File: src/rtl/core/stable_priority_interrupt_queue_defines.svh
// ----------------------------------------------------------------------------
// Stable priority interrupt queue: assertion macros
// Shared concurrent assertion forms, clocked on the rising edge and
// disabled while the active-low reset is asserted.
// ----------------------------------------------------------------------------
`ifndef STABLE_PRIORITY_INTERRUPT_QUEUE_DEFINES_SVH
`define STABLE_PRIORITY_INTERRUPT_QUEUE_DEFINES_SVH

// Antecedent implies consequent in the same cycle
`define SPIQ_ASSERT_SAME(lbl, clk, rstn, ante, cons) \
  lbl: assert property (@(posedge clk) disable iff (!rstn) (ante) |-> (cons)) \
    else $error("same-cycle check failed");

// Antecedent implies consequent in the following cycle
`define SPIQ_ASSERT_NEXT(lbl, clk, rstn, ante, cons) \
  lbl: assert property (@(posedge clk) disable iff (!rstn) (ante) |=> (cons)) \
    else $error("next-cycle check failed");

`endif

File: src/rtl/core/spiq_pkg.sv
// ----------------------------------------------------------------------------
// Stable priority interrupt queue package
// Sizes, item types and cell control shared by the queue modules.
// ----------------------------------------------------------------------------
package spiq_pkg;

  localparam int unsigned QUEUE_DEPTH = 16;
  localparam int unsigned PRIO_BITS   = 8;
  localparam int unsigned ID_BITS     = 8;
  localparam int unsigned CNT_W       = $clog2(QUEUE_DEPTH + 1);

  typedef enum logic [1:0] {
    ST_PUSH_OK   = 2'd0,
    ST_PUSH_FULL = 2'd1,
    ST_POPPED    = 2'd2,
    ST_POP_EMPTY = 2'd3
  } status_e;

  typedef enum logic {
    MODE_PUSH = 1'b0,
    MODE_POP  = 1'b1
  } mode_e;

  typedef struct packed {
    logic [ID_BITS-1:0]   src;
    logic [PRIO_BITS-1:0] prio;
  } entry_t;

  typedef struct packed {
    mode_e                mode;
    logic [ID_BITS-1:0]   source_id;
    logic [PRIO_BITS-1:0] priority_req;
  } in_item_t;

  typedef struct packed {
    status_e              status;
    logic [ID_BITS-1:0]   out_source;
    logic [PRIO_BITS-1:0] out_priority;
    logic [CNT_W-1:0]     fill_level;
  } out_item_t;

  // Broadcast to every cell of the chain
  typedef struct packed {
    logic   push;
    logic   pop;
    entry_t entry;
  } cell_cmd_t;

endpackage

File: src/rtl/core/spiq_cell.sv
// ----------------------------------------------------------------------------
// Queue cell
// One sorted slot: compares its priority with the incoming one and takes
// the new entry, its left neighbour, its right neighbour, or holds.
// ----------------------------------------------------------------------------
module spiq_cell (
  input  logic                clk_i,
  input  spiq_pkg::cell_cmd_t cmd_i,
  input  logic                occ_i,
  input  logic                tail_i,
  input  logic                left_gt_i,
  input  spiq_pkg::entry_t    left_entry_i,
  input  spiq_pkg::entry_t    right_entry_i,
  output logic                gt_o,
  output spiq_pkg::entry_t    entry_o
);

  spiq_pkg::entry_t entry_q, entry_d;

  assign gt_o    = occ_i && (entry_q.prio > cmd_i.entry.prio);
  assign entry_o = entry_q;

  always_comb begin
    entry_d = entry_q;
    priority if (cmd_i.pop) begin
      entry_d = right_entry_i;
    end else if (cmd_i.push) begin
      // everything from the insertion point onwards moves one slot back
      priority if (left_gt_i) begin
        entry_d = left_entry_i;
      end else if (gt_o || tail_i) begin
        entry_d = cmd_i.entry;
      end
    end
  end

  always_ff @(posedge clk_i) begin
    entry_q <= entry_d;
  end

endmodule

File: src/rtl/core/spiq_out_buf.sv
// ----------------------------------------------------------------------------
// Result buffer
// Output register plus one skid slot, so a new item is taken while a
// result waits on a stalled consumer.
// ----------------------------------------------------------------------------
module spiq_out_buf (
  input  logic                clk_i,
  input  logic                rst_ni,
  input  logic                wr_i,
  input  spiq_pkg::out_item_t wr_item_i,
  output logic                full_o,
  output logic                out_valid_o,
  input  logic                out_stall_i,
  output spiq_pkg::out_item_t out_item_o
);

  logic                o_valid_q, o_valid_d;
  logic                s_valid_q, s_valid_d;
  spiq_pkg::out_item_t o_item_q, o_item_d;
  spiq_pkg::out_item_t s_item_q, s_item_d;

  assign full_o      = s_valid_q;
  assign out_valid_o = o_valid_q;
  assign out_item_o  = o_item_q;

  always_comb begin
    o_valid_d = o_valid_q;
    s_valid_d = s_valid_q;
    o_item_d  = o_item_q;
    s_item_d  = s_item_q;
    if (o_valid_q && out_stall_i) begin
      if (wr_i) begin
        s_valid_d = 1'b1;
        s_item_d  = wr_item_i;
      end
    end else if (s_valid_q) begin
      o_valid_d = 1'b1;
      o_item_d  = s_item_q;
      s_valid_d = 1'b0;
    end else begin
      o_valid_d = wr_i;
      o_item_d  = wr_item_i;
    end
  end

  always_ff @(posedge clk_i or negedge rst_ni) begin
    if (!rst_ni) begin
      o_valid_q <= 1'b0;
      s_valid_q <= 1'b0;
    end else begin
      o_valid_q <= o_valid_d;
      s_valid_q <= s_valid_d;
    end
  end

  always_ff @(posedge clk_i) begin
    o_item_q <= o_item_d;
    s_item_q <= s_item_d;
  end

endmodule

File: src/rtl/core/stable_priority_interrupt_queue.sv
// Result: the result of an accepted item is registered in the output register or the skid slot.
// Throughput: one push or pop per cycle while the skid slot is free; every cell of the chain compares
//   and shifts in the same cycle, so no operation iterates.
// Reset: asynchronous, active low; clears the fill count and the result
//   buffer. Cell contents are left as they are and only occupied cells
//   are ever read, so no clearing pass is needed.
// ----------------------------------------------------------------------------
// Stable priority interrupt queue
// Sorted chain of cells; a push enters after all entries of equal or
// lower priority number, a pop takes the front entry.
// ----------------------------------------------------------------------------
`include "stable_priority_interrupt_queue_defines.svh"

module stable_priority_interrupt_queue (
  input  logic                clk_i,
  input  logic                rst_ni,
  input  logic                in_valid_i,
  output logic                in_stall_o,
  input  spiq_pkg::in_item_t  in_item_i,
  output logic                out_valid_o,
  input  logic                out_stall_i,
  output spiq_pkg::out_item_t out_item_o
);

  localparam int unsigned Depth = spiq_pkg::QUEUE_DEPTH;
  localparam int unsigned CntW  = spiq_pkg::CNT_W;

  // Fill count: cells below it hold valid entries, front at cell 0
  logic [CntW-1:0] count_q, count_d;

  logic in_fire, is_push, is_pop, full, empty, push_ok, pop_ok;

  spiq_pkg::cell_cmd_t cmd;
  spiq_pkg::out_item_t res;

  logic             gt    [Depth];
  spiq_pkg::entry_t entry [Depth];

  // Items are taken while the skid slot is free
  assign in_fire = in_valid_i && !in_stall_o;
  assign is_push = (in_item_i.mode == spiq_pkg::MODE_PUSH);
  assign is_pop  = (in_item_i.mode == spiq_pkg::MODE_POP);
  assign full    = (count_q == CntW'(Depth));
  assign empty   = (count_q == '0);
  assign push_ok = in_fire && is_push && !full;
  assign pop_ok  = in_fire && is_pop && !empty;

  assign cmd.push       = push_ok;
  assign cmd.pop        = pop_ok;
  assign cmd.entry.src  = in_item_i.source_id;
  assign cmd.entry.prio = in_item_i.priority_req;

  // Cell chain: left neighbour feeds on insert, right neighbour on pop.
  // The last cell refills from itself on pop; its value is then stale
  // but outside the fill count.
  for (genvar i = 0; i < Depth; i++) begin : g_cell
    logic             left_gt;
    spiq_pkg::entry_t left_entry;
    spiq_pkg::entry_t right_entry;

    if (i == 0) begin : g_first
      assign left_gt    = 1'b0;
      assign left_entry = entry[i];
    end else begin : g_mid
      assign left_gt    = gt[i-1];
      assign left_entry = entry[i-1];
    end

    if (i == Depth - 1) begin : g_last
      assign right_entry = entry[i];
    end else begin : g_inner
      assign right_entry = entry[i+1];
    end

    spiq_cell u_cell (
      .clk_i         (clk_i),
      .cmd_i         (cmd),
      .occ_i         (CntW'(i) < count_q),
      .tail_i        (CntW'(i) == count_q),
      .left_gt_i     (left_gt),
      .left_entry_i  (left_entry),
      .right_entry_i (right_entry),
      .gt_o          (gt[i]),
      .entry_o       (entry[i])
    );
  end

  always_comb begin
    count_d = count_q;
    if (push_ok) begin
      count_d = count_q + 1'b1;
    end else if (pop_ok) begin
      count_d = count_q - 1'b1;
    end
  end

  always_ff @(posedge clk_i or negedge rst_ni) begin
    if (!rst_ni) begin
      count_q <= '0;
    end else begin
      count_q <= count_d;
    end
  end

  // Result item for the accepted operation
  always_comb begin
    res.out_source   = '0;
    res.out_priority = '0;
    res.fill_level   = count_d;
    unique case (in_item_i.mode)
      spiq_pkg::MODE_PUSH: begin
        res.status = full ? spiq_pkg::ST_PUSH_FULL : spiq_pkg::ST_PUSH_OK;
      end
      spiq_pkg::MODE_POP: begin
        if (empty) begin
          res.status = spiq_pkg::ST_POP_EMPTY;
        end else begin
          res.status       = spiq_pkg::ST_POPPED;
          res.out_source   = entry[0].src;
          res.out_priority = entry[0].prio;
        end
      end
      default: begin
        res.status = spiq_pkg::ST_POP_EMPTY;
      end
    endcase
  end

  spiq_out_buf u_out_buf (
    .clk_i       (clk_i),
    .rst_ni      (rst_ni),
    .wr_i        (in_fire),
    .wr_item_i   (res),
    .full_o      (in_stall_o),
    .out_valid_o (out_valid_o),
    .out_stall_i (out_stall_i),
    .out_item_o  (out_item_o)
  );

  // Fill count never passes the depth
  `SPIQ_ASSERT_SAME(a_count_bound, clk_i, rst_ni, 1'b1, count_q <= CntW'(Depth))
  // Accepted push grows the queue by one
  `SPIQ_ASSERT_NEXT(a_push_grow, clk_i, rst_ni, push_ok, count_q == $past(count_q) + 1'b1)
  // Accepted pop shrinks the queue by one
  `SPIQ_ASSERT_NEXT(a_pop_shrink, clk_i, rst_ni, pop_ok, count_q == $past(count_q) - 1'b1)
  // A filled skid slot means the output register is occupied too
  `SPIQ_ASSERT_SAME(a_skid_order, clk_i, rst_ni, in_stall_o, out_valid_o)

endmodule
File: config.mk
export PLATFORM = sky130hd
export DESIGN_NAME = stable_priority_interrupt_queue
export DESIGN_NICKNAME = d
export VERILOG_FILES = /design/src/rtl/core/spiq_pkg.sv /design/src/rtl/core/spiq_cell.sv /design/src/rtl/core/spiq_out_buf.sv /design/src/rtl/core/stable_priority_interrupt_queue.sv
export VERILOG_INCLUDE_DIRS = /design/src /design/src/rtl/core
export SDC_FILE = /design/constraint.sdc
export NUM_CORES = 1
export LEC_CHECK = 0
export BUFFER_PORTS_ARGS = -buffer_cell sky130_fd_sc_hd__buf_2
export CAP_MARGIN = 5
export CORE_ASPECT_RATIO = 1.75
export CORE_MARGIN = 4
export CORE_UTILIZATION = 45
export CTS_CLUSTER_SIZE = 20
export DETAILED_ROUTE_END_ITERATION = 16
export GPL_TIMING_DRIVEN = 0
export MAX_ROUTING_LAYER = met4
export PLACE_DENSITY = 0.57
export SYNTH_ARGS = -nofsm -noshare
export SYNTH_HDL_FRONTEND = slang
export SYNTH_SLANG_ARGS = --single-unit
File: constraint.sdc
create_clock -name clk_i -period 9.9 [get_ports clk_i]
set_input_delay 0.99 -clock clk_i [delete_from_list [all_inputs] [get_ports clk_i]]
set_output_delay 0.99 -clock clk_i [all_outputs]
set_load 0.01 [all_outputs]
# Word-level counts from Yosys, hierarchy flattened
# Cells that the tools add are included.
dict set report word_totals {
  ff_bits 309
  inputBits 21
  out_inout_bits 25
  word_cells 244
}
dict set report classes {
  n_addsub 2
  magnitude_cmp 32
  eq_ne 17
  muxes 72
  n_bitwise 2
  reduce_logical 76
}
# operator count
set ops {}
lappend ops {{$mux 16} 63}
lappend ops {{$gt 8x8->1} 16}
lappend ops {{$reduce_bool 3->1} 14}
lappend ops {{$eq 4x5->1 const A} 8}
lappend ops {{$lt 4x5->1 const A} 8}
lappend ops {{$reduce_and 2->1} 16}
lappend ops {{$mux 23} 1}
lappend ops {{$logic_and 1x1->1} 22}
lappend ops {{$eq 3x5->1 const A} 4}
lappend ops {{$lt 3x5->1 const A} 4}
lappend ops {{$logic_or 1x1->1} 16}
lappend ops {{$eq 2x5->1 const A} 2}
lappend ops {{$lt 1x5->1 const A} 2}
lappend ops {{$lt 2x5->1 const A} 2}
lappend ops {{$mux 5} 2}
lappend ops {{$reduce_bool 2->1} 3}
lappend ops {{$add 5x1->5 const B} 1}
lappend ops {{$eq 1x5->1 const A} 1}
lappend ops {{$eq 5x5->1 const B} 1}
lappend ops {{$logic_not 5->1} 1}
lappend ops {{$mux 1} 5}
lappend ops {{$sub 5x1->5 const B} 1}
lappend ops {{$pmux 2 s2} 1}
lappend ops {{$logic_not 1->1} 3}
lappend ops {{3 further kinds} 4}

# Longest topological paths before layout
dict set report logic_depth {
  depth_word 7
  depth_mapped 10
  depth_no_buf 7
}

# Hierarchy
# A second synthesis with hierarchy kept.
dict set report unflattened {
  cells_unflattened 1817
  area_unflattened_um2 19424.9
}
# mod instances cells_each area_each_um2 seq_area_each_um2
set modules_own_cells {}
lappend modules_own_cells {spiq_cell 16 102 1049.8 480.5}
lappend modules_own_cells {spiq_out_buf 1 78 1838.0 1431.4}
lappend modules_own_cells {stable_priority_interrupt_queue 1 107 790.8 125.1}

# Worst setup path after synthesis
# Ideal clock, no wire load.
dict set report synth_timing {
  path_type {input port to flip-flop}
  startpoint {input port in_item_i[3] in the netlist's numbering}
  endpoint {register g_cell[0].u_cell.entry_q, in the netlist g_cell[0].u_cell.entry_o[0] (enable)}
  setup_time_ns 0.411
  t_arrival_ns 3.743
  t_required_ns 9.489
  setup_slack_ns 5.746
  stages 8
  n_path_buf 1
  cell_sequence {inv_1 -> ha_1 -> and4_1 -> a32oi_1 -> o31a_1 -> clkbuf_1 -> a21boi_0 -> o21ai_0}
}
dict set report synth_via {
  elab_chain_len 5
}
# item line
set synth_lines {}
lappend synth_lines {{start, declared} stable_priority_interrupt_queue.sv:19} ;# input spiq_pkg::in_item_t in_item_i,
lappend synth_lines {{$gt 8x8->1} spiq_cell.sv:20} ;# assign gt_o = occ_i && (entry_q.prio > cmd_i.entry.prio);
lappend synth_lines {{$logic_and 1x1->1} spiq_cell.sv:20}
lappend synth_lines {{$logic_or 1x1->1} spiq_cell.sv:31} ;# end else if (gt_o || tail_i) begin
lappend synth_lines {{$reduce_bool 2->1 (no source line)} --}
lappend synth_lines {{$reduce_and 2->1 (no source line)} --}
lappend synth_lines {{end signal, assigned} spiq_cell.sv:38} ;# entry_q <= entry_d;
lappend synth_lines {{end, declared} spiq_cell.sv:18} ;# spiq_pkg::entry_t entry_q, entry_d;
# Every way passes these cells.
# A chain may end at the register's enable or synchronous reset.

# Final worst setup path
dict set report layout_timing {
  startpoint {input port in_item_i[5] in the netlist's numbering}
  endpoint {register g_cell[1].u_cell.entry_q, in the netlist g_cell[1].u_cell.entry_o[12] (enable)}
}
dict set report layout_via {
  elab_chain_len 5
  word_cells_on_any_way 7
  cone_classes {order compare (2); reduce/logical (5)}
}
# item line
set layout_lines {}
lappend layout_lines {{$gt 8x8->1} spiq_cell.sv:20}
lappend layout_lines {{$logic_and 1x1->1} spiq_cell.sv:20}
lappend layout_lines {{$logic_or 1x1->1} spiq_cell.sv:31}
lappend layout_lines {{$reduce_bool 3->1 (no source line) (*)} --}
lappend layout_lines {{$reduce_and 2->1 (no source line) (*)} --}
lappend layout_lines {{end signal, assigned} spiq_cell.sv:38}
lappend layout_lines {{end, declared} spiq_cell.sv:18}
# Every way passes the cells marked *; elsewhere a longest branch is shown, timed or not.

==> impl_results.md <==
* Status: finished clean
* GR Util met1 at roughly a third
* Drt wl/cell at 28.7 µm
* Final core occ at 50.9%
* Cells after synthesis at ~1.9k
* CP Capture Type: register
* Top_reg_cell synth: edfxtp_1
* Final period util at a little under half
* Slowest CP cell: inv_1
* Crit path required time at 10.13 ns
* Vias in the first global route at around 17k
* Worst-Margin Slew at ~1.4 ns
* Layout cells sized above 1 at a little under an eighth
* Post-CTS Resized at 0
* Final setup TNS at 0 ns
* Arr. time, crit path at 4.73 ns
* CP cell instances: buf_2, inv_1, ha_1, and4_1, a32oi_1, o31a_1, nand2_1, clkbuf_1, a41oi_2
* Max-slew headroom at 5.61%
* Clk_lat worst skew at between 0.6 and 0.7 ns
* Largest net degree at the start of global routing at 27
* Tmin final at ~4.5 ns
* Max VDD drop at 157 µV
* Initial antenna violation count at 0
* Placed Cells at 2484
* Crit path launch type: primary input
* Syn_nets at roughly 2.0k
* First-pass DRT Iterations at 8
* PnR worst setup slack at roughly 5.4 ns
* GRT met2 Usage at 56.2%
* Pre-CTS setup slack at between 4 and 5 ns
* Row cnt at between 90 and 100
* Die width at 164 µm
* Hold Path Class: in2async
* Worst-path clk slew at about 0.070 ns
* Sequential area share after synthesis at approximately 49%
* Gr ovfl total at 0
* Pwr dens at 258 nW/µm²
* Layout Nets at between 2k and 2.5k
* Final hold slack at roughly 0.21 ns
* Mapped Area at around 19000 µm²
* P_leak at 7.84 nW
* I/O Buffers at 45
* Most frequent cells in the layout: edfxtp_1 (302), nand3_1 (257), nand2_1 (230), nand4_1 (150), o21ai_0 (148)
* Post-synth cell types at 63
* Hold_buf cts at 0
* Most Crowded Layer GR: met2
* Area delta synth->final at 11.5%
* H-tree Lvls at 1
* First-pass GRT wire length at between 100000 and 150000 µm
* Placer congestion estimate at around 0.94
* Unrepaired setup endpoints after global routing: false
* Post-synth EDFFs at 302
* Root Driver: clkbuf_16
* HPWL after detailed placement at about 54000 µm
* Yosys warning total at 0
* Ant. Diodes at 0
* Via density at 6.67
* #FFs+latches synth at 309
* Final Max Slew Viols at 0
* Placed Area at roughly 20000 µm²
* Commonest non-fill, non-tap cell in the layout: edfxtp_1
* CP max stage delay at 1.00 ns
* Design area at ~21000 µm²
* TritonCTS buffer count at 31
* Vias at approximately 17k
* Residual DRC at 0
* GRT met3 Usage at under 10%
* Hold Vio Cnt, Final at 0
* Final Setup Violations at 0
* CP max FO at 17
* Core Region at between 40000 and 50000 µm²
* Initial Util at between 40% and 50%
* Die Y at roughly 280 µm
* IO Count at 46
* Post-CTS setup buffer count at 0
* Non-filler cells, final at ~2.5k
* Max_cap viols at 0
* Clock Tree Buf Depth at 3
* Die area at ~46000 µm²
* Clk sink count at slightly above 300
* Clock Skew at roughly 0.024 ns
* DRT iter0 DRCs at between 1.5k and 2k
* Critical path type: in2reg
* Final ANT Viol Nets at 0
* Power, Total at 5.49 mW
* GRT Total Usage at approximately 32%
* Routed WL at roughly 73000 µm
* Syn Area/Cell at about 10 µm²
* Highest clock rate at 222 MHz
* CTS tree: done
* Async SR Flop Fraction at under 10%
where the power goes:
group | internal, mW | switching [mW]
Sequential | 1.92 | 0.254
Combinational | 0.686 | 1.43
Clock | 0.652 | 0.546
Total | 3.25 | 2.23
critical path, delay by kind of cell:
kind,cells,cell delay (ns)
AOI/OAI and AO/OA,3,1.35
adders and majority gates,1,0.42
buffers and inverters,3,1.44
and+or+nand+nor,2,0.51
layer usage:
metal	vias to the layer above	wire length, µm
met2	830	37500
met3	340	4760
li1	7497	-
met5	-	0
met4	0	6050
met1	8278	24600
sequential cells by signal, indices dropped and copies added, names as in the netlist:
name and cells:
u_out_buf.s_item_q 23, u_out_buf.out_item_o 23, g_cell.u_cell.entry_o 256, u_out_buf.full_o 1
u_out_buf.out_valid_o 1, count_q 5
cell type report:
cell class | count | area, µm²
clock inverter | 20 | 184
sequential | 309 | 9240
multi-input combinational | 1373 | 9090
fill | 3898 | 20500
timing repair buffer | 57 | 395
tap | 555 | 694
buffer | 156 | 694
inverter | 34 | 128
clock buffer | 37 | 798
synth_stat cells, types with 8 or more instances:
library cell,number,share of area [%]
nor2b_1,24,0.79
a221o_1,29,1.5
a21oi_1,35,0.92
nand4_1,150,4.9
o31a_1,8,0.37
o21ai_0,149,3.9
nor2_1,22,0.43
nor4_1,9,0.30
a21o_1,18,0.71
o211ai_1,75,3.0
and3_1,18,0.59
a211oi_1,13,0.51
clkbuf_1,95,1.9
ha_1,133,8.7
a41oi_1,13,0.60
nand3_1,257,6.8
inv_1,34,0.67
buf_2,47,1.2
nand2_1,230,4.5
a31oi_1,8,0.26
mux2_2,37,2.2
and4_1,41,1.9
edfxtp_1,302,48
cell families (layout without fill, tap and decap cells):
group	Yosys count	after routing	synth area share (%)
and+or+nand+nor	796	796	22.0
AOI/OAI and AO/OA	402	402	14.0
DFF	309	309	48.5
buffers and inverters	190	304	4.31
adders and majority gates	133	133	8.74
muxes	37	37	2.19
xor gates and xnor gates	5	5	0.230
worst paths after layout:
kind	from	end	slack, ns	depth (start not counted)
max in group asynchronous	rst_ni	count_q[4]	9.52	1
worst min register to register	g_cell[15].u_cell.entry_o[8]	g_cell[14].u_cell.entry_o[8]	0.54	2
worst max register to register	count_q[1]	g_cell[2].u_cell.entry_o[7]	6.25	8
worst max-delay path	in_item_i[5]	g_cell[1].u_cell.entry_o[12]	5.40	9
worst min-delay path	rst_ni	count_q[1]	0.21	1
min in group clk_i	g_cell[15].u_cell.entry_o[8]	g_cell[14].u_cell.entry_o[8]	0.54	2
Power figures use the tool's default switching activity.
